$ cat config.mk
export PLATFORM = sky130hd
export DESIGN_NAME = cea_div_cell
export DESIGN_NICKNAME = d
export VERILOG_FILES = /design/src/hw/rtl/cea_pkg.sv /design/src/hw/rtl/cea_div_cell.sv
export SDC_FILE = /design/constraint.sdc
export NUM_CORES = 1
export LEC_CHECK = 0
export ABC_AREA = 0
export BUFFER_PORTS_ARGS = -buffer_cell sky130_fd_sc_hd__buf_2
export CAP_MARGIN = 20
export CORE_UTILIZATION = 45
export DETAILED_ROUTE_END_ITERATION = 8
export GPL_TIMING_DRIVEN = 1
export PLACE_DENSITY = 0.79
export SLEW_MARGIN = 20
export SYNTH_ARGS = -nofsm -noshare
export SYNTH_HDL_FRONTEND = slang
export SYNTH_SLANG_ARGS = --single-unit
export TNS_END_PERCENT = 50
$ cat constraint.sdc
create_clock -name clock -period 3.25 [get_ports clock]
set_input_delay 0.325 -clock clock [delete_from_list [all_inputs] [get_ports clock]]
set_output_delay 0.325 -clock clock [all_outputs]
set_load 0.02 [all_outputs]
$ cat src/hw/rtl/cea_pkg.sv
// ----------------------------------------------------------------------------
// cea_pkg
// Shared types, widths, stage indexes and helper functions of the complex
// element-wise ALU: CORDIC angle table, saturation and cell state records.
// ----------------------------------------------------------------------------
package cea_pkg;

   localparam int DATA_W   = 16;
   localparam int FRAC_W   = 12;
   localparam int CORDIC_N = 16;
   localparam int OP_W     = 4;

   localparam int GUARD_SH = 8;
   localparam int PROD_W   = 2 * DATA_W;
   localparam int SUM_W    = PROD_W + 1;
   localparam int DEN_W    = PROD_W;
   localparam int QUO_W    = DATA_W + FRAC_W + 1;
   localparam int EARLY_W  = SUM_W + 1 - FRAC_W;
   localparam int CX_W     = DATA_W + GUARD_SH + 4;
   localparam int Z_W      = 34;
   localparam int SH_W     = 5;
   localparam int GAIN_W   = 23;
   localparam int PRD_W    = CX_W + GAIN_W;
   localparam int MAG_W    = PRD_W - 30;
   localparam int ANG_W    = Z_W - 30 + FRAC_W;
   localparam int WIDE_W   = 40;

   localparam int ST_IN    = 1;
   localparam int ST_COR   = 2;
   localparam int ST_CMUL  = ST_COR + CORDIC_N + 1;
   localparam int ST_CRES  = ST_CMUL + 1;
   localparam int ST_DIV0  = 4;
   localparam int ST_LAST  = ST_DIV0 + QUO_W;

   localparam logic [GAIN_W-1:0] GAIN_Q22 = GAIN_W'(2547003);
   localparam logic signed [Z_W-1:0] PI_Q30 = Z_W'(64'sd3373259426);
   localparam logic signed [DATA_W-1:0] ONE_Q = DATA_W'(1 << FRAC_W);
   localparam longint VMAX_L = (longint'(1) << (DATA_W - 1)) - 1;
   localparam logic signed [WIDE_W-1:0] VMAX = WIDE_W'(VMAX_L);
   localparam logic signed [WIDE_W-1:0] VMIN = WIDE_W'(-VMAX_L - 1);
   localparam logic signed [WIDE_W-1:0] BIG  = WIDE_W'(longint'(1) << (WIDE_W - 2));

   typedef enum logic [OP_W-1:0] {
      OP_ABS  = 4'd0,
      OP_NEG  = 4'd1,
      OP_INV  = 4'd2,
      OP_ADD  = 4'd3,
      OP_SUB  = 4'd4,
      OP_MUL  = 4'd5,
      OP_DIV  = 4'd6,
      OP_CONJ = 4'd7,
      OP_ARG  = 4'd8
   } op_type;

   typedef struct packed {
      logic   vld;
      op_type op;
      logic   azero;
   } ctl_type;

   typedef struct packed {
      logic signed [CX_W-1:0] x;
      logic signed [CX_W-1:0] y;
      logic signed [Z_W-1:0]  z;
   } cvec_type;

   typedef struct packed {
      logic [DEN_W-1:0] rem;
      logic [QUO_W-1:0] low;
      logic [QUO_W-1:0] quo;
      logic [DEN_W-1:0] den;
   } dstate_type;

   typedef struct packed {
      logic neg_re;
      logic neg_im;
      logic ovf_re;
      logic ovf_im;
      logic dz;
   } divf_type;

   typedef struct packed {
      logic signed [EARLY_W-1:0] re;
      logic signed [EARLY_W-1:0] im;
   } early_type;

   typedef struct packed {
      logic [MAG_W-1:0]        mag;
      logic signed [ANG_W-1:0] ang;
   } cor_type;

   typedef struct packed {
      logic signed [DATA_W-1:0] val;
      logic                     clip;
   } sat_type;

   function automatic logic signed [Z_W-1:0] atan_q30(input logic [SH_W-1:0] i);
      logic [31:0] t;
      case (i)
         5'd0:  t = 32'h3243F6A8;
         5'd1:  t = 32'h1DAC6705;
         5'd2:  t = 32'h0FADBAFC;
         5'd3:  t = 32'h07F56EA6;
         5'd4:  t = 32'h03FEAB76;
         5'd5:  t = 32'h01FFD55B;
         5'd6:  t = 32'h00FFFAAA;
         5'd7:  t = 32'h007FFF55;
         5'd8:  t = 32'h003FFFEA;
         5'd9:  t = 32'h001FFFFD;
         5'd10: t = 32'h000FFFFF;
         5'd11: t = 32'h0007FFFF;
         5'd12: t = 32'h0003FFFF;
         5'd13: t = 32'h0001FFFF;
         5'd14: t = 32'h0000FFFF;
         5'd15: t = 32'h00007FFF;
         5'd16: t = 32'h00003FFF;
         5'd17: t = 32'h00001FFF;
         5'd18: t = 32'h00000FFF;
         5'd19: t = 32'h000007FF;
         5'd20: t = 32'h000003FF;
         5'd21: t = 32'h000001FF;
         5'd22: t = 32'h000000FF;
         5'd23: t = 32'h0000007F;
         5'd24: t = 32'h0000003F;
         5'd25: t = 32'h0000001F;
         5'd26: t = 32'h0000000F;
         5'd27: t = 32'h00000008;
         5'd28: t = 32'h00000004;
         5'd29: t = 32'h00000002;
         5'd30: t = 32'h00000001;
         default: t = 32'h00000000;
      endcase
      return signed'(Z_W'(t));
   endfunction

   function automatic sat_type sat_data(input logic signed [WIDE_W-1:0] v);
      sat_type s;
      if (v > VMAX) begin
         s.val  = VMAX[DATA_W-1:0];
         s.clip = 1'b1;
      end else if (v < VMIN) begin
         s.val  = VMIN[DATA_W-1:0];
         s.clip = 1'b1;
      end else begin
         s.val  = v[DATA_W-1:0];
         s.clip = 1'b0;
      end
      return s;
   endfunction

endpackage

$ cat src/hw/rtl/cea_div_cell.sv
// ----------------------------------------------------------------------------
// cea_div_cell
// One restoring division step, registered: shift in the next dividend bit,
// trial-subtract the divisor and append one quotient bit.
// ----------------------------------------------------------------------------
module cea_div_cell (
   input  logic                 clock,
   input  cea_pkg::dstate_type  din,
   output cea_pkg::dstate_type  dout
);
   import cea_pkg::*;

   dstate_type       st_ff;
   dstate_type       st_in;
   logic [DEN_W:0]   trial;
   logic [DEN_W:0]   diff;
   logic             ge;

   always_comb begin
      trial     = {din.rem, din.low[QUO_W-1]};
      diff      = trial - {1'b0, din.den};
      ge        = trial >= {1'b0, din.den};
      st_in.rem = ge ? diff[DEN_W-1:0] : trial[DEN_W-1:0];
      st_in.low = {din.low[QUO_W-2:0], 1'b0};
      st_in.quo = {din.quo[QUO_W-2:0], ge};
      st_in.den = din.den;
   end

   always_ff @(posedge clock) begin
      st_ff <= st_in;
   end

   assign dout = st_ff;

endmodule

==> results of run 1 <==
[cell families after synthesis]
logic type               after synthesis  synth area share (%)
AND/OR/NAND/NOR                      107                  11.0
other                                  1                0.0788
buffers and inverters                 64                  6.12
adder cells (fa/ha/maj)               33                  8.83
multiplexers                          10                  2.94
flip-flops                           121                  50.9
XOR/XNOR                              26                  4.78
AO/OA/AOI/OAI                        120                  15.4
[cell usage in the layout (no fill, tap or decap), types with 3 or more instances in the layout]
master	instances
a2111oi_0	3
a211oi_1	3
a21o_1	8
a21oi_1	54
and2_1	3
buf_2	242
buf_4	5
clkbuf_16	16
clkinv_2	3
clkinv_4	3
clkinvlp_4	4
dfxtp_1	121
dlygate4sd3_1	88
ha_1	32
inv_1	46
mux2_4	8
nand2_1	24
nand2b_1	7
nand3_1	8
nand4_1	8
nor2_1	37
nor3_1	3
o21a_1	5
o21ai_0	17
o21ai_1	4
o21bai_1	5
o31ai_1	7
xnor2_1	16
xor2_1	10
[through the flow]
stage	setup TNS [ns]	std cells
final	0	968
after global routing	-0.0333	968
after CTS	0	967
after detailed placement	0	848
after global placement	0	848
after floorplan	0	482
[worst paths after layout]
| path | startpoint | endpoint | slack (ns) | cells after the start |
|---|---|---|---|---|
| worst max-delay path | din[0] | dout[120] | 0.13 | 12 |
| worst min-delay path | din[113] | dout[114] | 0.04 | 2 |
[layer usage]
layer | wire length, microns | vias to the layer above | global-route usage, % | share of wire, %
li1 | - | 2318 | - | -
met3 | 1430 | 52 | 8.98 | 8.4
met2 | 8450 | 289 | 53.5 | 49
met4 | 592 | 0 | 15.2 | 3.5
met5 | 0 | - | 0 | 0
met1 | 6670 | 2270 | 34.4 | 39
[power groups by stage]
stage / Sequential (mW) / Combinational [mW] / Clock [mW]
after floorplan: 1.90 / 0.427 / 0
after global routing: 1.69 / 1.15 / 1.80
after CTS: 1.68 / 1.05 / 1.71
after detailed placement: 1.70 / 0.953 / 0
final: 1.68 / 1.08 / 1.73
after global placement: 1.70 / 0.937 / 0
[synth_stat cells (all sizes together), types with 8 or more instances]
cell type  count
nand4          8
nor2          37
buf           12
ha            32
a21o           8
o21ai         21
inv           46
dfxtp        121
a21oi         55
xor2          10
nand2         24
nand3          8
mux2           8
xnor2         16
[repair_timing]
item | CTS | global route
endpoints found under the setup margin | 0 | 2
hold endpoints to repair | 88 | 0
hold buffers | 88 | 0
resized for setup | 0 | 2
buffers inserted | 0 | 0
[cell type report]
type | count | area (sq um) | share of cell area, %
Timing Repair Buffer | 336 | 2150 | 28.6
Antenna cell | 1 | 2.50 | 0.0333
Clock inverter | 11 | 101 | 1.35
Sequential cell | 121 | 2420 | 32.2
Multi-Input combinational cell | 297 | 2060 | 27.4
Tap cell | 136 | 170 | 2.26
Inverter | 46 | 173 | 2.30
Clock buffer | 20 | 435 | 5.79
==> results by group, run 1 <==
Critical path
  – Critical Path RT: 3.68 ns
  – CP arrival: 3.55 ns
  – Crit start category: input port
  – CP Capture Type: register
  – CP peak stage delay: 0.55 ns
  – CP max FO: 7
  – Worst Path Class, Setup: input port to register
  – Cell family with most CP delay: compound AO/OA/AOI/OAI gates
  – Ordered cell list for the critical path: dlygate4sd3_1 -> buf_2 -> ha_1 -> fa_1 -> nor2b_1 -> o2111ai_1 -> a21oi_1 -> o31ai_1 -> a21oi_2 -> a211oi_1 -> xnor2_1 -> mux2_4
  – Slowest CP cell: dlygate4sd3_1
  – CP bufs+invs: 2

Synth
  – Synth cell types: 50
  – Yosys warnings: 0
  – Top-area cell type share of the netlist area: 50.9%
  – Synth area leaders: dfxtp_1, ha_1, a21oi_1
  – Area leader, netlist: dfxtp_1
  – Register area share after synthesis: 50.9%
  – Syn Area/Cell: 9.88 sq um
  – Number of synthesized flops with an enable pin: 0
  – Async S/R FF share, synth: 0%
  – Post-synthesis net count: 638
  – Synth Flop Type: dfxtp_1
  – Mapped Cells: 482
  – Cell area after synthesis: 4760 sq um
  – #FFs+latches synth: 121

GRT
  – GRT overflow: 0
  – Total Routing Usage GR: 30.8%
  – Pin count of the biggest net entering global routing: 35
  – Vias in the first global route: 4953
  – Initial antenna violation count: 1
  – First-pass GRT wire length: 26.0 mm

Detailed routing
  – Via count: 4929
  – DRC errors left: 0
  – Per-cell routed wire length: 17.7 microns
  – Drt pass-1 iters: 5
  – DRC violation total after the first TritonRoute iteration: 298
  – Final antenna-violating net count: 0
  – Total wire length: 17.1 mm
  – Via density per instance: 5.09

Power
  – Seq pwr share: 37.5%
  – Pwr/cell area: 597 nW/um^2
  – Switch Pwr: 1.37 mW
  – Part of the power in combinational logic: 24.0%
  – Peak VDD IR: 0.000533 V
  – Power Total: 4.49 mW
  – Leak Pwr: 3.74 nW
  – Clk pwr share: 38.5%
  – Internal: 3.12 mW
  – Sw Share: 30.6%

CTS
  – CTS tree: yes
  – Clock Tree Root: clkbuf_8
  – Reg clk slew, reported paths: 0.06 ns
  – TritonCTS Buffers: 17
  – CTS Sinks: 121
  – Max Root-Sink Buffers: 2
  – CTS H-Tree Depth: 4

Cells and area
  – Fill count: 714
  – Final Util: 73.1%
  – Final Cell Area: 7510 sq um
  – Max reg flops: 121
  – Layout area overhead: 57.8%
  – Layout cells sized above 1: 35.4%
  – Nets@finish: 975

Min path
  – Worst Hold Class: input port to register

Run status
  – Outcome: completed

Die
  – Die area: 11000 sq um
  – Die W: 105 microns
  – # rows: 37
  – I/O pin count: 245
  – Starting Density: 46.3%
  – Die height: 105 microns
  – Core Footprint: 10300 sq um

Timing
  – Hold Vio Cnt, Final: 0
  – Final setup violation count: 0
  – RSZ-0062 raised after global routing: true
  – Period utilization: 96.1%
  – Tmin final: 3.12 ns
  – Setup WS post-layout: 0.127 ns
  – Highest clock rate: 320 MHz
  – Count of final max-slew check failures: 0
  – Fin Hold WS: 0.0352 ns

Placed design
  – DP HPWL: 10.6 mm
  – IO Port Bufs: 242
  – Pre-CTS setup slack: 0.214 ns
  – DP Area: 6080 sq um
  – Placer Congestion: 0.926

Job
  – Max-cap viol count: 0
Note: power is estimated with default switching activity, not from simulation.
==> inputs of run 2 (changes only) <==
--- a/config.mk
+++ b/config.mk
@@ -8,10 +8,12 @@
 export ABC_AREA = 0
 export BUFFER_PORTS_ARGS = -buffer_cell sky130_fd_sc_hd__buf_2
 export CAP_MARGIN = 20
-export CORE_UTILIZATION = 45
+export CELL_PAD_IN_SITES_DETAIL_PLACEMENT = 0
+export CELL_PAD_IN_SITES_GLOBAL_PLACEMENT = 1
+export CORE_UTILIZATION = 33
 export DETAILED_ROUTE_END_ITERATION = 8
 export GPL_TIMING_DRIVEN = 1
-export PLACE_DENSITY = 0.79
+export PLACE_DENSITY_LB_ADDON = 0.1
 export SLEW_MARGIN = 20
 export SYNTH_ARGS = -nofsm -noshare
 export SYNTH_HDL_FRONTEND = slang
==> run 2 against run 1 <==
Flip-flop and latch count stayed put. Final cell count is 0.83% higher. Highest routed layer unchanged. Critical path type unchanged. Via count is 11% lower. Wire length is 14% lower. Die area is 36% higher. Power is 0.62% higher. Cell area is 3.7% lower. Setup slack better by 0.53 ns.
==> results by group, run 2 (same netlist as run 1, synthesis figures left out) <==
Detailed routing
  – Total wire length: 14.7 mm (-14%)
  – Via count: 4380 (-11%)
  – DRC violation total after the first TritonRoute iteration: 211 (-29%)
  – DRC errors left: 0 (unchanged)
  – Drt pass-1 iters: 4 (-1)
  – Via density per instance: 4.49 (-12%)
  – Final antenna-violating net count: 0 (unchanged)
  – Per-cell routed wire length: 15.0 microns (-15%)

Timing
  – Sum Neg Setup Slack: 0 ns (unchanged)
  – Count of final max-slew check failures: 0 (unchanged)
  – Period utilization: 79.9% (-16 points)
  – Final setup violation count: 0 (unchanged)
  – Slew headroom: 59.2%
  – RSZ-0062 raised after global routing: false
  – Measured slew at the worst slew-check pin: 0.596 ns
  – Tmin final: 2.60 ns (-0.527 ns)
  – Highest clock rate: 385 MHz (+20%)
  – Setup WS post-layout: 0.654 ns (+0.527 ns)
  – Hold Vio Cnt, Final: 0 (unchanged)

Die
  – Core Footprint: 14000 sq um (+36%)
  – Die area: 14900 sq um (+36%)
  – # rows: 43 (+16%)
  – I/O pin count: 245 (unchanged)
  – Die height: 122 microns (+16%)
  – Starting Density: 34.0% (-12 points)
  – Die W: 122 microns (+16%)

Power
  – Part of the power in combinational logic: 22.2% (-1.8 points)
  – Pwr/cell area: 624 nW/um^2 (+4.5%)
  – Internal: 3.14 mW (+0.74%)
  – Seq pwr share: 37.0% (-0.5 points)
  – Clk pwr share: 40.7% (+2.2 points)
  – Sw Share: 30.5% (-0.082 points)
  – Switch Pwr: 1.38 mW (+0.35%)
  – Leak Pwr: 3.62 nW (-3.3%)
  – Peak VDD IR: 0.000313 V (-41%)

Placed design
  – Placer Congestion: 0.779 (-16%)
  – IO Port Bufs: 242 (unchanged)
  – Pre-CTS setup slack: 0.205 ns (-0.00826 ns)
  – DP HPWL: 10.8 mm (+2.6%)

Critical path
  – CP Capture Type: register
  – Worst Path Class, Setup: input port to register
  – Critical Path RT: 3.56 ns (-0.12 ns)
  – Crit start category: input port
  – CP arrival: 2.90 ns (-0.65 ns)
  – CP max FO: 26 (+19)

CTS
  – CTS H-Tree Depth: 4 (unchanged)
  – TritonCTS Buffers: 17 (unchanged)
  – Reg clk slew, reported paths: 0.06 ns (about the same)
  – Max Root-Sink Buffers: 2 (unchanged)
  – CTS Sinks: 121 (unchanged)
  – CTS tree: yes
  – Count of cells resized by post-cts repair: 0 (unchanged)
  – Post-CTS setup repair buffer count: 0 (unchanged)
  – Clock Tree Root: clkbuf_16

Cells and area
  – Area of the multi-input gates: 2050 sq um (-0.61%)
  – Most frequent cells in the layout: buf_2, dfxtp_1, a21oi_1, dlygate4sd3_1, inv_1
  – Max reg flops: 121 (unchanged)
  – Most common cell after layout, fill and taps aside: buf_2
  – Diode count: 0 (-1)
  – Nets@finish: 939 (-3.7%)
  – Fill count: 1326 (+86%)
  – Layout area overhead: 52.0%
  – FF+latch area: 2420 sq um (unchanged)
  – Layout cells sized above 1: 37.3% (+1.9 points)

GRT
  – Vias in the first global route: 4382 (-12%)
  – Pin count of the biggest net entering global routing: 31 (-11%)
  – Initial antenna violation count: 0 (-1)
  – Total Routing Usage GR: 19.5% (-11 points)
  – First-pass GRT wire length: 21.8 mm (-16%)
  – GRT overflow: 0 (unchanged)

Min path
  – Hold path startpoint: din[34]
  – Hold Path End: dout[35]
  – Hold path cells: 1 (-1)
  – Worst Hold Class: input port to register

Run status
  – Outcome: completed

Job
  – Max-cap viol count: 0 (unchanged)
-- run 2: cell count changes in the layout (fill, tap and decap cells not counted), sizes merged --
cell | previous run | this run
clkinvlp | 4 | 2
diode | 1 | 0
clkinv | 6 | 3
buf | 248 | 250
clkbuf | 20 | 17
inv | 46 | 55
dlygate4sd3 | 88 | 50
-- run 2: power groups by stage --
stage	logic (mW)	registers, mW	clock network [mW]
after CTS	1.01	1.67	1.88
after global routing	1.10	1.69	1.96
final	1.00	1.67	1.84
after detailed placement	0.958	1.70	0
after global placement	0.957	1.70	0
after floorplan	0.427	1.90	0
-- run 2: how the worst max path moves through the flow --
stage / startpoint / end / slack, ns / depth (start not counted)
after floorplan: din[23] / dout[104] / 0.70 / 11
after global placement: din[20] / dout[121] / 0.24 / 11
after detailed placement: din[0] / dout[120] / 0.21 / 11
after CTS: din[0] / dout[120] / 0.63 / 11
after global routing: din[23] / dout[104] / 0.41 / 10
final: din[23] / dout[104] / 0.65 / 10
-- run 2: critical path, cell delays in order --
cell and delay [ns]:
buf_2 0.08, inv_1 0.04, ha_1 0.40, and3_1 0.35, nand4_1 0.22, nor4b_1 0.45
a21o_1 0.21, o21a_2 0.18, buf_4 0.29, mux2_4 0.33
-- run 2: metrics by stage --
step | hold slack (ns) | utilization, % | power (mW) | instances | area, sq um
final | 0.0210 | 51.7 | 4.52 | 976 | 7230
after global routing | 0.00147 | 51.7 | 4.75 | 976 | 7230
after CTS | 0.00000119 | 51.6 | 4.56 | 974 | 7210
after detailed placement | 0.429 | 44.0 | 2.66 | 894 | 6150
after global placement | 0.429 | 44.0 | 2.66 | 894 | 6150
after floorplan | 0.353 | - | 2.33 | 482 | 4760
-- run 2: area by class of cell --
cell class	instances	share of cell area, %
sequential	121	33.5
inverter	46	2.39
clock buffer	17	5.88
timing repair buffer	300	24.7
tap	180	3.11
multi-input combinational	297	28.3
clock inverter	15	2.16
-- run 2: repair_timing --
| item | in CTS | in global routing |
|---|---|---|
| setup endpoints to repair | 0 | 0 |
| hold buffers | 48 | 2 |
| endpoints found under the hold margin | 48 | 2 |
-- run 2: layer usage --
layer | vias to the layer above | track usage [%] | wire length, microns
met5 | - | 0 | 0
li1 | 2259 | - | -
met1 | 1931 | 21.6 | 6030
met2 | 170 | 34.4 | 7230
met4 | 0 | 7.01 | 253
met3 | 20 | 6.51 | 1150
