## src/hw/rtl/cea_pkg.sv

```systemverilog
// ----------------------------------------------------------------------------
// cea_pkg
// Shared types, widths, stage indexes and helper functions of the complex
// element-wise ALU: CORDIC angle table, saturation and cell state records.
// ----------------------------------------------------------------------------
package cea_pkg;

   localparam int DATA_W   = 16;
   localparam int FRAC_W   = 12;
   localparam int CORDIC_N = 16;
   localparam int OP_W     = 4;

   localparam int GUARD_SH = 8;
   localparam int PROD_W   = 2 * DATA_W;
   localparam int SUM_W    = PROD_W + 1;
   localparam int DEN_W    = PROD_W;
   localparam int QUO_W    = DATA_W + FRAC_W + 1;
   localparam int EARLY_W  = SUM_W + 1 - FRAC_W;
   localparam int CX_W     = DATA_W + GUARD_SH + 4;
   localparam int Z_W      = 34;
   localparam int SH_W     = 5;
   localparam int GAIN_W   = 23;
   localparam int PRD_W    = CX_W + GAIN_W;
   localparam int MAG_W    = PRD_W - 30;
   localparam int ANG_W    = Z_W - 30 + FRAC_W;
   localparam int WIDE_W   = 40;

   localparam int ST_IN    = 1;
   localparam int ST_COR   = 2;
   localparam int ST_CMUL  = ST_COR + CORDIC_N + 1;
   localparam int ST_CRES  = ST_CMUL + 1;
   localparam int ST_DIV0  = 4;
   localparam int ST_LAST  = ST_DIV0 + QUO_W;

   localparam logic [GAIN_W-1:0] GAIN_Q22 = GAIN_W'(2547003);
   localparam logic signed [Z_W-1:0] PI_Q30 = Z_W'(64'sd3373259426);
   localparam logic signed [DATA_W-1:0] ONE_Q = DATA_W'(1 << FRAC_W);
   localparam longint VMAX_L = (longint'(1) << (DATA_W - 1)) - 1;
   localparam logic signed [WIDE_W-1:0] VMAX = WIDE_W'(VMAX_L);
   localparam logic signed [WIDE_W-1:0] VMIN = WIDE_W'(-VMAX_L - 1);
   localparam logic signed [WIDE_W-1:0] BIG  = WIDE_W'(longint'(1) << (WIDE_W - 2));

   typedef enum logic [OP_W-1:0] {
      OP_ABS  = 4'd0,
      OP_NEG  = 4'd1,
      OP_INV  = 4'd2,
      OP_ADD  = 4'd3,
      OP_SUB  = 4'd4,
      OP_MUL  = 4'd5,
      OP_DIV  = 4'd6,
      OP_CONJ = 4'd7,
      OP_ARG  = 4'd8
   } op_type;

   typedef struct packed {
      logic   vld;
      op_type op;
      logic   azero;
   } ctl_type;

   typedef struct packed {
      logic signed [CX_W-1:0] x;
      logic signed [CX_W-1:0] y;
      logic signed [Z_W-1:0]  z;
   } cvec_type;

   typedef struct packed {
      logic [DEN_W-1:0] rem;
      logic [QUO_W-1:0] low;
      logic [QUO_W-1:0] quo;
      logic [DEN_W-1:0] den;
   } dstate_type;

   typedef struct packed {
      logic neg_re;
      logic neg_im;
      logic ovf_re;
      logic ovf_im;
      logic dz;
   } divf_type;

   typedef struct packed {
      logic signed [EARLY_W-1:0] re;
      logic signed [EARLY_W-1:0] im;
   } early_type;

   typedef struct packed {
      logic [MAG_W-1:0]        mag;
      logic signed [ANG_W-1:0] ang;
   } cor_type;

   typedef struct packed {
      logic signed [DATA_W-1:0] val;
      logic                     clip;
   } sat_type;

   function automatic logic signed [Z_W-1:0] atan_q30(input logic [SH_W-1:0] i);
      logic [31:0] t;
      case (i)
         5'd0:  t = 32'h3243F6A8;
         5'd1:  t = 32'h1DAC6705;
         5'd2:  t = 32'h0FADBAFC;
         5'd3:  t = 32'h07F56EA6;
         5'd4:  t = 32'h03FEAB76;
         5'd5:  t = 32'h01FFD55B;
         5'd6:  t = 32'h00FFFAAA;
         5'd7:  t = 32'h007FFF55;
         5'd8:  t = 32'h003FFFEA;
         5'd9:  t = 32'h001FFFFD;
         5'd10: t = 32'h000FFFFF;
         5'd11: t = 32'h0007FFFF;
         5'd12: t = 32'h0003FFFF;
         5'd13: t = 32'h0001FFFF;
         5'd14: t = 32'h0000FFFF;
         5'd15: t = 32'h00007FFF;
         5'd16: t = 32'h00003FFF;
         5'd17: t = 32'h00001FFF;
         5'd18: t = 32'h00000FFF;
         5'd19: t = 32'h000007FF;
         5'd20: t = 32'h000003FF;
         5'd21: t = 32'h000001FF;
         5'd22: t = 32'h000000FF;
         5'd23: t = 32'h0000007F;
         5'd24: t = 32'h0000003F;
         5'd25: t = 32'h0000001F;
         5'd26: t = 32'h0000000F;
         5'd27: t = 32'h00000008;
         5'd28: t = 32'h00000004;
         5'd29: t = 32'h00000002;
         5'd30: t = 32'h00000001;
         default: t = 32'h00000000;
      endcase
      return signed'(Z_W'(t));
   endfunction

   function automatic sat_type sat_data(input logic signed [WIDE_W-1:0] v);
      sat_type s;
      if (v > VMAX) begin
         s.val  = VMAX[DATA_W-1:0];
         s.clip = 1'b1;
      end else if (v < VMIN) begin
         s.val  = VMIN[DATA_W-1:0];
         s.clip = 1'b1;
      end else begin
         s.val  = v[DATA_W-1:0];
         s.clip = 1'b0;
      end
      return s;
   endfunction

endpackage

```

## src/hw/rtl/cea_cordic_cell.sv

```systemverilog
// ----------------------------------------------------------------------------
// cea_cordic_cell
// One vectoring CORDIC micro-rotation, registered; the shift is the cell's
// position in the chain.
// ----------------------------------------------------------------------------
module cea_cordic_cell (
   input  logic                       clock,
   input  logic [cea_pkg::SH_W-1:0]   shift,
   input  cea_pkg::cvec_type          vin,
   output cea_pkg::cvec_type          vout
);
   import cea_pkg::*;

   cvec_type               vec_ff;
   cvec_type               vec_in;
   logic signed [CX_W-1:0] xs;
   logic signed [CX_W-1:0] ys;

   always_comb begin
      xs = vin.x >>> shift;
      ys = vin.y >>> shift;
      if (!vin.y[CX_W-1]) begin
         vec_in.x = vin.x + ys;
         vec_in.y = vin.y - xs;
         vec_in.z = vin.z + atan_q30(shift);
      end else begin
         vec_in.x = vin.x - ys;
         vec_in.y = vin.y + xs;
         vec_in.z = vin.z - atan_q30(shift);
      end
   end

   always_ff @(posedge clock) begin
      vec_ff <= vec_in;
   end

   assign vout = vec_ff;

endmodule

```

## config.mk

```make
export PLATFORM = sky130hd
export DESIGN_NAME = cea_cordic_cell
export DESIGN_NICKNAME = d
export VERILOG_FILES = /design/src/hw/rtl/cea_pkg.sv /design/src/hw/rtl/cea_cordic_cell.sv
export SDC_FILE = /design/constraint.sdc
export NUM_CORES = 1
export LEC_CHECK = 0
export BUFFER_PORTS_ARGS = -buffer_cell sky130_fd_sc_hd__clkbuf_2
export CAP_MARGIN = 20
export CELL_PAD_IN_SITES_DETAIL_PLACEMENT = 1
export CELL_PAD_IN_SITES_GLOBAL_PLACEMENT = 2
export CORE_ASPECT_RATIO = 1.5
export CORE_MARGIN = 2
export CORE_UTILIZATION = 36
export CTS_CLUSTER_DIAMETER = 200
export DETAILED_ROUTE_END_ITERATION = 10
export GPL_TIMING_DRIVEN = 0
export PLACE_DENSITY = 0.83
export REMOVE_ABC_BUFFERS = 1
export SLEW_MARGIN = 25
export SYNTH_ARGS = -nofsm -noshare
export SYNTH_HDL_FRONTEND = slang
export SYNTH_SLANG_ARGS = --single-unit
```

## constraint.sdc

```tcl
create_clock -name clock -period 6.93 [get_ports clock]
set_input_delay 0.3465 -clock clock [delete_from_list [all_inputs] [get_ports clock]]
set_output_delay 0.3465 -clock clock [all_outputs]
set_load 0.1 [all_outputs]
```

==> qor.yml, run 1 <==
worst_hold_path:
  hold_path_class: "primary input to flop"
sta:
  slew_headroom: 0.314
  slew_violations: 0
  fin_setup_tns_ps: 0
  finalCritPeriodShare: 0.943
  tightest_slew_ps: 1020
  fin_crit_ps: 6530
  grt_setup_unrepaired: "no"
  fmaxAchievable_ghz: 0.153
  setup_violations: 0
  hold_viol: 0
yosys:
  synth_area_leaders: "dfxtp_1 15%, ha_1 10%, mux4_2 7.5%"
  synth_top_area_frac: 0.146
  syn_avg_cell_area_um2: 8.59
  synth_area_leader_cell: "dfxtp_1"
  synth-edff-count: 0
  yosysMostFrequentCell: "nor2_1"
  ys_warn_count: 0
  async_flop_share: 0
  ys_ff_latch: 90
  ys_seq_area_frac: 0.146
  synth_cells: 1433
  netlist_area_mm2: 0.0123
  synth_cell_types: 89
  synth_commonest_cells: "128 x nor2_1, 114 x a21oi_1, 98 x ha_1, 98 x nand2_1, 90 x dfxtp_1"
  synthFlopType: "dfxtp_1"
clocking:
  cts-root-buf: "clkbuf_16"
  cts_buffers: 9
  h-tree-depth: 3
  clockBufferDepth: 2
  cts_tree: "done"
  post_cts_buffers: 0
  cts.clk_slew.worst_paths_ps: 70
  clock_sinks: 90
  hold_buffers: 0
  cts_resized: 0
worst_setup_path:
  crit_arrival_ps: 6830
  endpoint_kind: "flop"
  slowest_stage: "a2111oi_0"
  crit_required_ps: 7230
  worstSetupStartpointType: "primary input"
  crit_path_max_fanout: 66
  path_delay_family: "compound AO/OA/AOI/OAI gates"
  cpMostUsedCell: "nor2_1"
  cp_slowest_stage_delay_ps: 810
  critical_path_buf_inv_count: 2
  worstSetupPathType: "primary input to flop"
  crit_chain: "clkbuf_4 -> or2_0 -> nor2_1 -> a22oi_1 -> nand3_1 -> inv_1 -> ha_1 -> nor2_1 -> a21oi_1 -> ha_1 -> a21o_1 -> a21oi_1 -> o21bai_1 -> a2111oi_0 -> nor2_1 -> a21bo_2 -> o41ai_1 -> o31ai_1 -> a31oi_1 -> xnor2_1"
routing:
  firstDrtPassIters: 5
  vias: 12000
  post-route-drc-count: 0
  wl_per_cell_um: 21.5
  vias_per_cell: 6.04
  drt_iter0_markers: 709
  ant_nets: 0
  drt-total-wl_um: 42700
global_routing:
  grt_overflow: 0
  grt_max_degree: 80
  grt_use_total: 0.233
  grt_pass1_vias: 12100
  grt_pass1_wl_um: 66100
  antenna_found_initial: 0
layout:
  drive_gt1_frac: 0.196
  post-route-util: 0.404
  diodes: 0
  synthToLayoutAreaGrowth_pct: 11.3
  largest_reg_flops: 90
  fillers: 4078
  fin_nets: 1756
place:
  port_buffers: 185
  dp_hpwl_um: 33700
  gp_congestion: 0.882
floorplan:
  die_w_um: 155
  core-area_mm2: 0.0340
  rows: 83
  initial_core_util: 0.363
  die-area_mm2: 0.0357
  io-pin-count: 186
  fp.dieH_um: 231
power:
  power_density_mw_per_mm2: 313
  peakVddDrop_mv: 0.200
  leakage_nw: 5.95
run_status:
  outcome: "completed"
job:
  cap_violations: 0
## through the flow
stage / total power [mW] / hold slack [ps] / setup slack, ps / std cells / area, um^2
floorplan: 3.23 / 476 / 1520 / 1356 / 11800
global placement: 3.78 / 602 / -2260 / 1966 / 13200
detailed placement: 3.81 / 609 / 107 / 1973 / 13400
CTS: 4.33 / 212 / 444 / 1989 / 13700
global route: 4.51 / 224 / 11.3 / 1989 / 13700
finish: 4.29 / 221 / 396 / 1989 / 13700
## kinds of logic (layout without fill, tap and decap cells)
group	count (synthesis)	count (layout)	share of synthesized area
AO/OA/AOI/OAI	428	428	0.229
adder cells (fa/ha/maj)	101	101	0.104
AND/OR/NAND/NOR	402	402	0.159
buffers and inverters	125	256	0.0588
multiplexers	147	147	0.204
flip-flops	90	90	0.146
XOR/XNOR	140	140	0.0996
## power breakdown
part	internal, mW	switching (mW)
combinational	0.688	2.33
sequential	0.724	0.0529
clock	0.264	0.236
total	1.68	2.62
## cell usage in the layout (no fill, tap or decap), drive strengths merged, types with 5 or more instances in the layout
cell type and instances:
and3 12, xnor2 87, nand2b 12, nor2b 15
ha 98, o31a 7, nand2 98, mux4 71
xor2 53, o311ai 8, and2 17, o21a 21
nor4 7, mux2 23, buf 7, a221oi 5
o22ai 15, o21bai 14, nor2 128, or2 9
o31ai 8, mux2i 53, a21oi 115, a21o 40
clkbuf 196, dfxtp 90, a211oi 19, nand3 31
a31oi 21, a21boi 6, inv 48, a22oi 7
nor3 32, nand4 14, or3 7, nor3b 5
o21ai 75, o211ai 23
## area by class of cell
cell class | count | area (um^2) | area share
clock buffer | 11 | 253 | 0.0184
clock inverter | 5 | 37.5 | 0.00274
inverter | 48 | 180 | 0.0131
multi-input combinational | 1218 | 9810 | 0.716
sequential | 90 | 1800 | 0.131
tap | 425 | 532 | 0.0388
timing repair buffer | 192 | 1090 | 0.0795
## final timing paths
path      from                to  slack, ps  depth (start not counted)
min    vin[34]  vout[34]$_DFF_P_        220                          2
max   shift[4]  vout[61]$_DFF_P_        400                         20
## metal layers
metal | up-vias | part of all wire | global-route usage
li1 | 5662 | - | -
met1 | 5895 | 0.38 | 0.258
met2 | 366 | 0.52 | 0.431
met3 | 94 | 0.043 | 0.0291
met4 | 0 | 0.056 | 0.124
met5 | - | 0 | 0
(Power assumes the default switching activity.)
==> run 2, diff against run 1 <==
BUFFER_PORTS_ARGS = -buffer_cell sky130_fd_sc_hd__buf_2   (was -buffer_cell sky130_fd_sc_hd__clkbuf_2)
CTS_CLUSTER_SIZE = 30   (was default)
==> qor.yml, run 2 (synthesis results as in run 1) <==
layout:
  drive_gt1_frac: 0.194
  fin_area_mm2: 0.0137
  final_cell_mix: "179 x buf_2, 127 x nor2_1, 114 x a21oi_1, 98 x nand2_1, 98 x ha_1"
  fin_nets: 1756
  post-route-util: 0.403
  synthToLayoutAreaGrowth_pct: 11.2
  diodes: 0
  final_common_cell: "buf_2"
  final_cells: 1986
  largest_reg_flops: 90
routing:
  vias_per_cell: 6.00
  vias: 11900
  firstDrtPassIters: 5
  drt-total-wl_um: 42800
  post-route-drc-count: 0
  wl_per_cell_um: 21.6
  drt_iter0_markers: 752
  ant_nets: 0
sta:
  fin_crit_ps: 6570
  slew_violations: 0
  setup_violations: 0
  finalCritPeriodShare: 0.948
  grt_setup_unrepaired: "no"
  fmaxAchievable_ghz: 0.152
  slew_headroom: 0.279
  hold_viol: 0
  fin_hold_ws_ps: 206
  tightest_slew_ps: 1080
floorplan:
  fp.dieH_um: 231
  core-area_mm2: 0.0340
  initial_core_util: 0.363
  die_w_um: 155
  die-area_mm2: 0.0357
  io-pin-count: 186
  rows: 83
worst_hold_path:
  hold_path_class: "primary input to flop"
worst_setup_path:
  slowest_stage: "or2_0"
  crit_chain: "buf_4 -> or2_0 -> nor2_1 -> a22oi_1 -> nand3_1 -> inv_1 -> ha_1 -> nor2_1 -> a21oi_1 -> ha_1 -> a21o_1 -> a21oi_1 -> o21bai_1 -> a2111oi_0 -> nor2_1 -> a21bo_2 -> o41ai_1 -> o31ai_1 -> a31oi_1 -> xnor2_1"
  cp_slowest_stage_delay_ps: 910
  worstSetupStartpointType: "primary input"
  worstSetupPathType: "primary input to flop"
  crit_required_ps: 7230
  endpoint_kind: "flop"
  crit_path_max_fanout: 74
  crit_arrival_ps: 6870
  cpMostUsedCell: "nor2_1"
power:
  power_density_mw_per_mm2: 316
  leakage_nw: 5.91
  peakVddDrop_mv: 0.221
clocking:
  cts.clk_slew.worst_paths_ps: 70
  clock_sinks: 90
  clockBufferDepth: 2
  h-tree-depth: 3
  cts-root-buf: "clkbuf_16"
  hold_buffers: 0
  cts_tree: "done"
  cts_buffers: 9
place:
  place_area_mm2: 0.0134
  gp_congestion: 0.886
  dp_hpwl_um: 33600
  dp.cells: 1973
  port_buffers: 185
global_routing:
  antenna_found_initial: 1
  grt_max_degree: 75
  grt_pass1_wl_um: 67200
  grt_use_total: 0.239
  grt_overflow: 0
  grt_pass1_vias: 12300
run_status:
  outcome: "completed"
job:
  cap_violations: 0
run 2: cell types whose count changed in the layout (fill, tap and decap cells not counted), moves of 2 or more:
cell        change
clkbuf_2      -179
clkbuf_4        -5
clkbuf_8        -3
bufinv_16       +2
clkinvlp_4      -2
buf_2         +179
buf_6           +2
buf_4           +5
run 2: path summary, 6_finish.rpt:
kind              startpoint  slack [ps]               end  cells past startpoint
hold / removal       vin[34]         210  vout[34]$_DFF_P_                      2
setup / recovery    shift[3]         360  vout[61]$_DFF_P_                     20
run 2: report_power, final:
| part | total [mW] | internal [mW] | leakage [nW] | switching (mW) |
|---|---|---|---|---|
| sequential | 0.770 | 0.724 | 0.759 | 0.0463 |
| clock | 0.532 | 0.308 | 0.147 | 0.223 |
| combinational | 3.02 | 0.695 | 5.01 | 2.33 |
| total | 4.33 | 1.73 | 5.91 | 2.60 |
run 2: stage by stage:
| step | setup TNS [ps] | power [mW] | setup slack [ps] |
|---|---|---|---|
| 6_report | 0 | 4.33 | 362 |
| 3_3_place_gp | -42630 | 3.77 | -2030 |
| 5_1_grt | 0 | 4.55 | 29.3 |
| 2_1_floorplan | 0 | 3.23 | 1520 |
| 4_1_cts | 0 | 4.37 | 423 |
| 3_5_place_dp | 0 | 3.81 | 67.8 |
run 2: worst max-delay path: cells and delay by family:
kind	cells	cell delay, ps
AOI/OAI and AO/OA	10	3200
xor gates and xnor gates	1	140
adders and majority gates	2	530
buffers and inverters	2	740
and+or+nand+nor	5	1830
run 2: repair_timing:
| action | CTS | global route |
|---|---|---|
| hold endpoints to repair | 0 | 0 |
| endpoints found under the setup margin | 0 | 1 |
| buffers inserted | 0 | 0 |
| resized for setup | 0 | 1 |
run 2: final cells by class:
class | count | area [um^2]
fillers | 4049 | 20300
multi-input cells | 1218 | 9800
flip-flops and latches | 90 | 1800
repair buffers | 192 | 1080
well taps | 425 | 532
clock buffers | 9 | 225
inverters | 48 | 180
clock inverters | 4 | 70.1
run 2: layer usage:
metal | up-vias | GRT usage | share of wire
met5 | - | 0 | 0.00030
met4 | 2 | 0.120 | 0.052
met3 | 102 | 0.0336 | 0.042
met2 | 364 | 0.444 | 0.52
met1 | 5783 | 0.262 | 0.38
li1 | 5658 | - | -
==> run 3, diff against run 2 <==
CTS_BUF_LIST = sky130_fd_sc_hd__clkbuf_4   (was default)
==> qor.yml, run 3 (synthesis results as in run 1) <==
sta:
  setup_ws_ps: 563
  slew_headroom: 0.287
  fin_hold_ws_ps: 87.5
  fin_crit_ps: 6370
  hold_viol: 0
  grt_setup_unrepaired: "no"
  fmaxAchievable_ghz: 0.157
  finalCritPeriodShare: 0.919
  tightest_slew_ps: 1070
  fin_setup_tns_ps: 0
  setup_violations: 0
  slew_violations: 0
floorplan:
  die_w_um: 155
  io-pin-count: 186
  rows: 83
  core-area_mm2: 0.0340
  die-area_mm2: 0.0357
  fp.dieH_um: 231
  initial_core_util: 0.363
routing:
  vias: 11900
  drt-total-wl_um: 42800
  wl_per_cell_um: 21.5
  firstDrtPassIters: 5
  vias_per_cell: 5.96
  ant_nets: 0
  drt_iter0_markers: 604
  post-route-drc-count: 0
power:
  power_density_mw_per_mm2: 305
  peakVddDrop_mv: 0.221
  leakage_nw: 5.85
  total_power_mw: 4.14
place:
  pre_cts_ws_ps: 67.8
  dp.cells: 1973
  port_buffers: 185
  gp_congestion: 0.886
  place_area_mm2: 0.0134
  dp_hpwl_um: 33600
global_routing:
  grt_pass1_wl_um: 67100
  grt_use_total: 0.238
  grt_max_degree: 75
  grt-busiest-layer: "met2"
  gr-usage-met3: 0.0291
  use_met2: 0.439
  antenna_found_initial: 2
  grt_pass1_vias: 12300
  grt_overflow: 0
  grt.met1_usage: 0.263
worst_setup_path:
  path_delay_family: "compound AO/OA/AOI/OAI gates"
  cpMostUsedCell: "nor2_1"
  endpoint_kind: "flop"
  crit_chain: "buf_4 -> or2_0 -> nor2_1 -> a22oi_1 -> nand3_1 -> inv_1 -> ha_1 -> nor2_1 -> a21oi_1 -> ha_1 -> a21o_1 -> a21oi_1 -> o21bai_1 -> a2111oi_0 -> nor2_1 -> a21bo_2 -> o41ai_1 -> o31ai_1 -> a31oi_1 -> xnor2_1"
  critical_path_buf_inv_count: 2
  crit_path_max_fanout: 74
  worstSetupPathType: "primary input to flop"
  crit_arrival_ps: 6870
  worstSetupStartpointType: "primary input"
  crit_required_ps: 7430
  slowest_stage: "or2_0"
  cp_slowest_stage_delay_ps: 900
layout:
  synthToLayoutAreaGrowth_pct: 10.0
  post-route-util: 0.399
  final_cells: 1991
  largest_reg_flops: 90
  final_cell_mix: "179 x buf_2, 127 x nor2_1, 114 x a21oi_1, 98 x nand2_1, 98 x ha_1"
  fin_nets: 1757
  multi_input_area_mm2: 0.00980
  fillers: 4079
  fin_area_mm2: 0.0136
  ff_latch_area_mm2: 0.00180
  final_common_cell: "buf_2"
  drive_gt1_frac: 0.193
clocking:
  cts.clk_slew.worst_paths_ps: 140
  cts_resized: 0
  cts-root-buf: "clkbuf_4"
  post_cts_buffers: 0
  clock_sinks: 90
  cts_buffers: 9
  cts_tree: "done"
  h-tree-depth: 3
  clockBufferDepth: 2
run_status:
  outcome: "completed"
worst_hold_path:
  hp-start: "vin[33]"
  hold_path_end: "vout[33]$_DFF_P_"
  hold_depth: 3
  hold_path_class: "primary input to flop"
job:
  cap_violations: 0
run 3: cell types whose count changed in the layout (fill, tap and decap cells not counted), sizes merged:
cell and delta:
diode +4, dlygate4sd3 +1
run 3: worst max-delay path by stage:
| stage | cells after the start | slack (ps) | startpoint | endpoint |
|---|---|---|---|---|
| 2_1_floorplan | 19 | 1520 | shift[4] | vout[19]$_DFF_P_ |
| 3_3_place_gp | 20 | -2030 | shift[0] | vout[33]$_DFF_P_ |
| 3_5_place_dp | 23 | 70 | shift[0] | vout[89]$_DFF_P_ |
| 4_1_cts | 23 | 670 | shift[0] | vout[89]$_DFF_P_ |
| 5_1_grt | 23 | 100 | shift[0] | vout[89]$_DFF_P_ |
| 6_report | 20 | 560 | shift[3] | vout[61]$_DFF_P_ |
run 3: report_power, final:
group | switching [mW] | total, mW | internal [mW]
Clock | 0.205 | 0.344 | 0.139
Combinational | 2.33 | 3.02 | 0.695
Sequential | 0.0460 | 0.767 | 0.721
run 3: timing repair:
action                                  in CTS  in global routing
endpoints found under the setup margin       0                  0
hold endpoints to repair                     1                  0
hold buffers                                 1                  0
run 3: layer usage:
layer	wire length [um]	share of wire
met5	0	0
met2	22400	0.52
met1	16400	0.38
met4	2190	0.051
met3	1840	0.043
run 3: area by class of cell:
type / instances / share of cell area
antenna: 4 / 0.000739
clock buffer: 9 / 0.00499
clock inverter: 4 / 0.00517
inverter: 48 / 0.0133
multi-input combinational: 1218 / 0.723
sequential: 90 / 0.133
tap: 425 / 0.0392
timing repair buffer: 193 / 0.0803
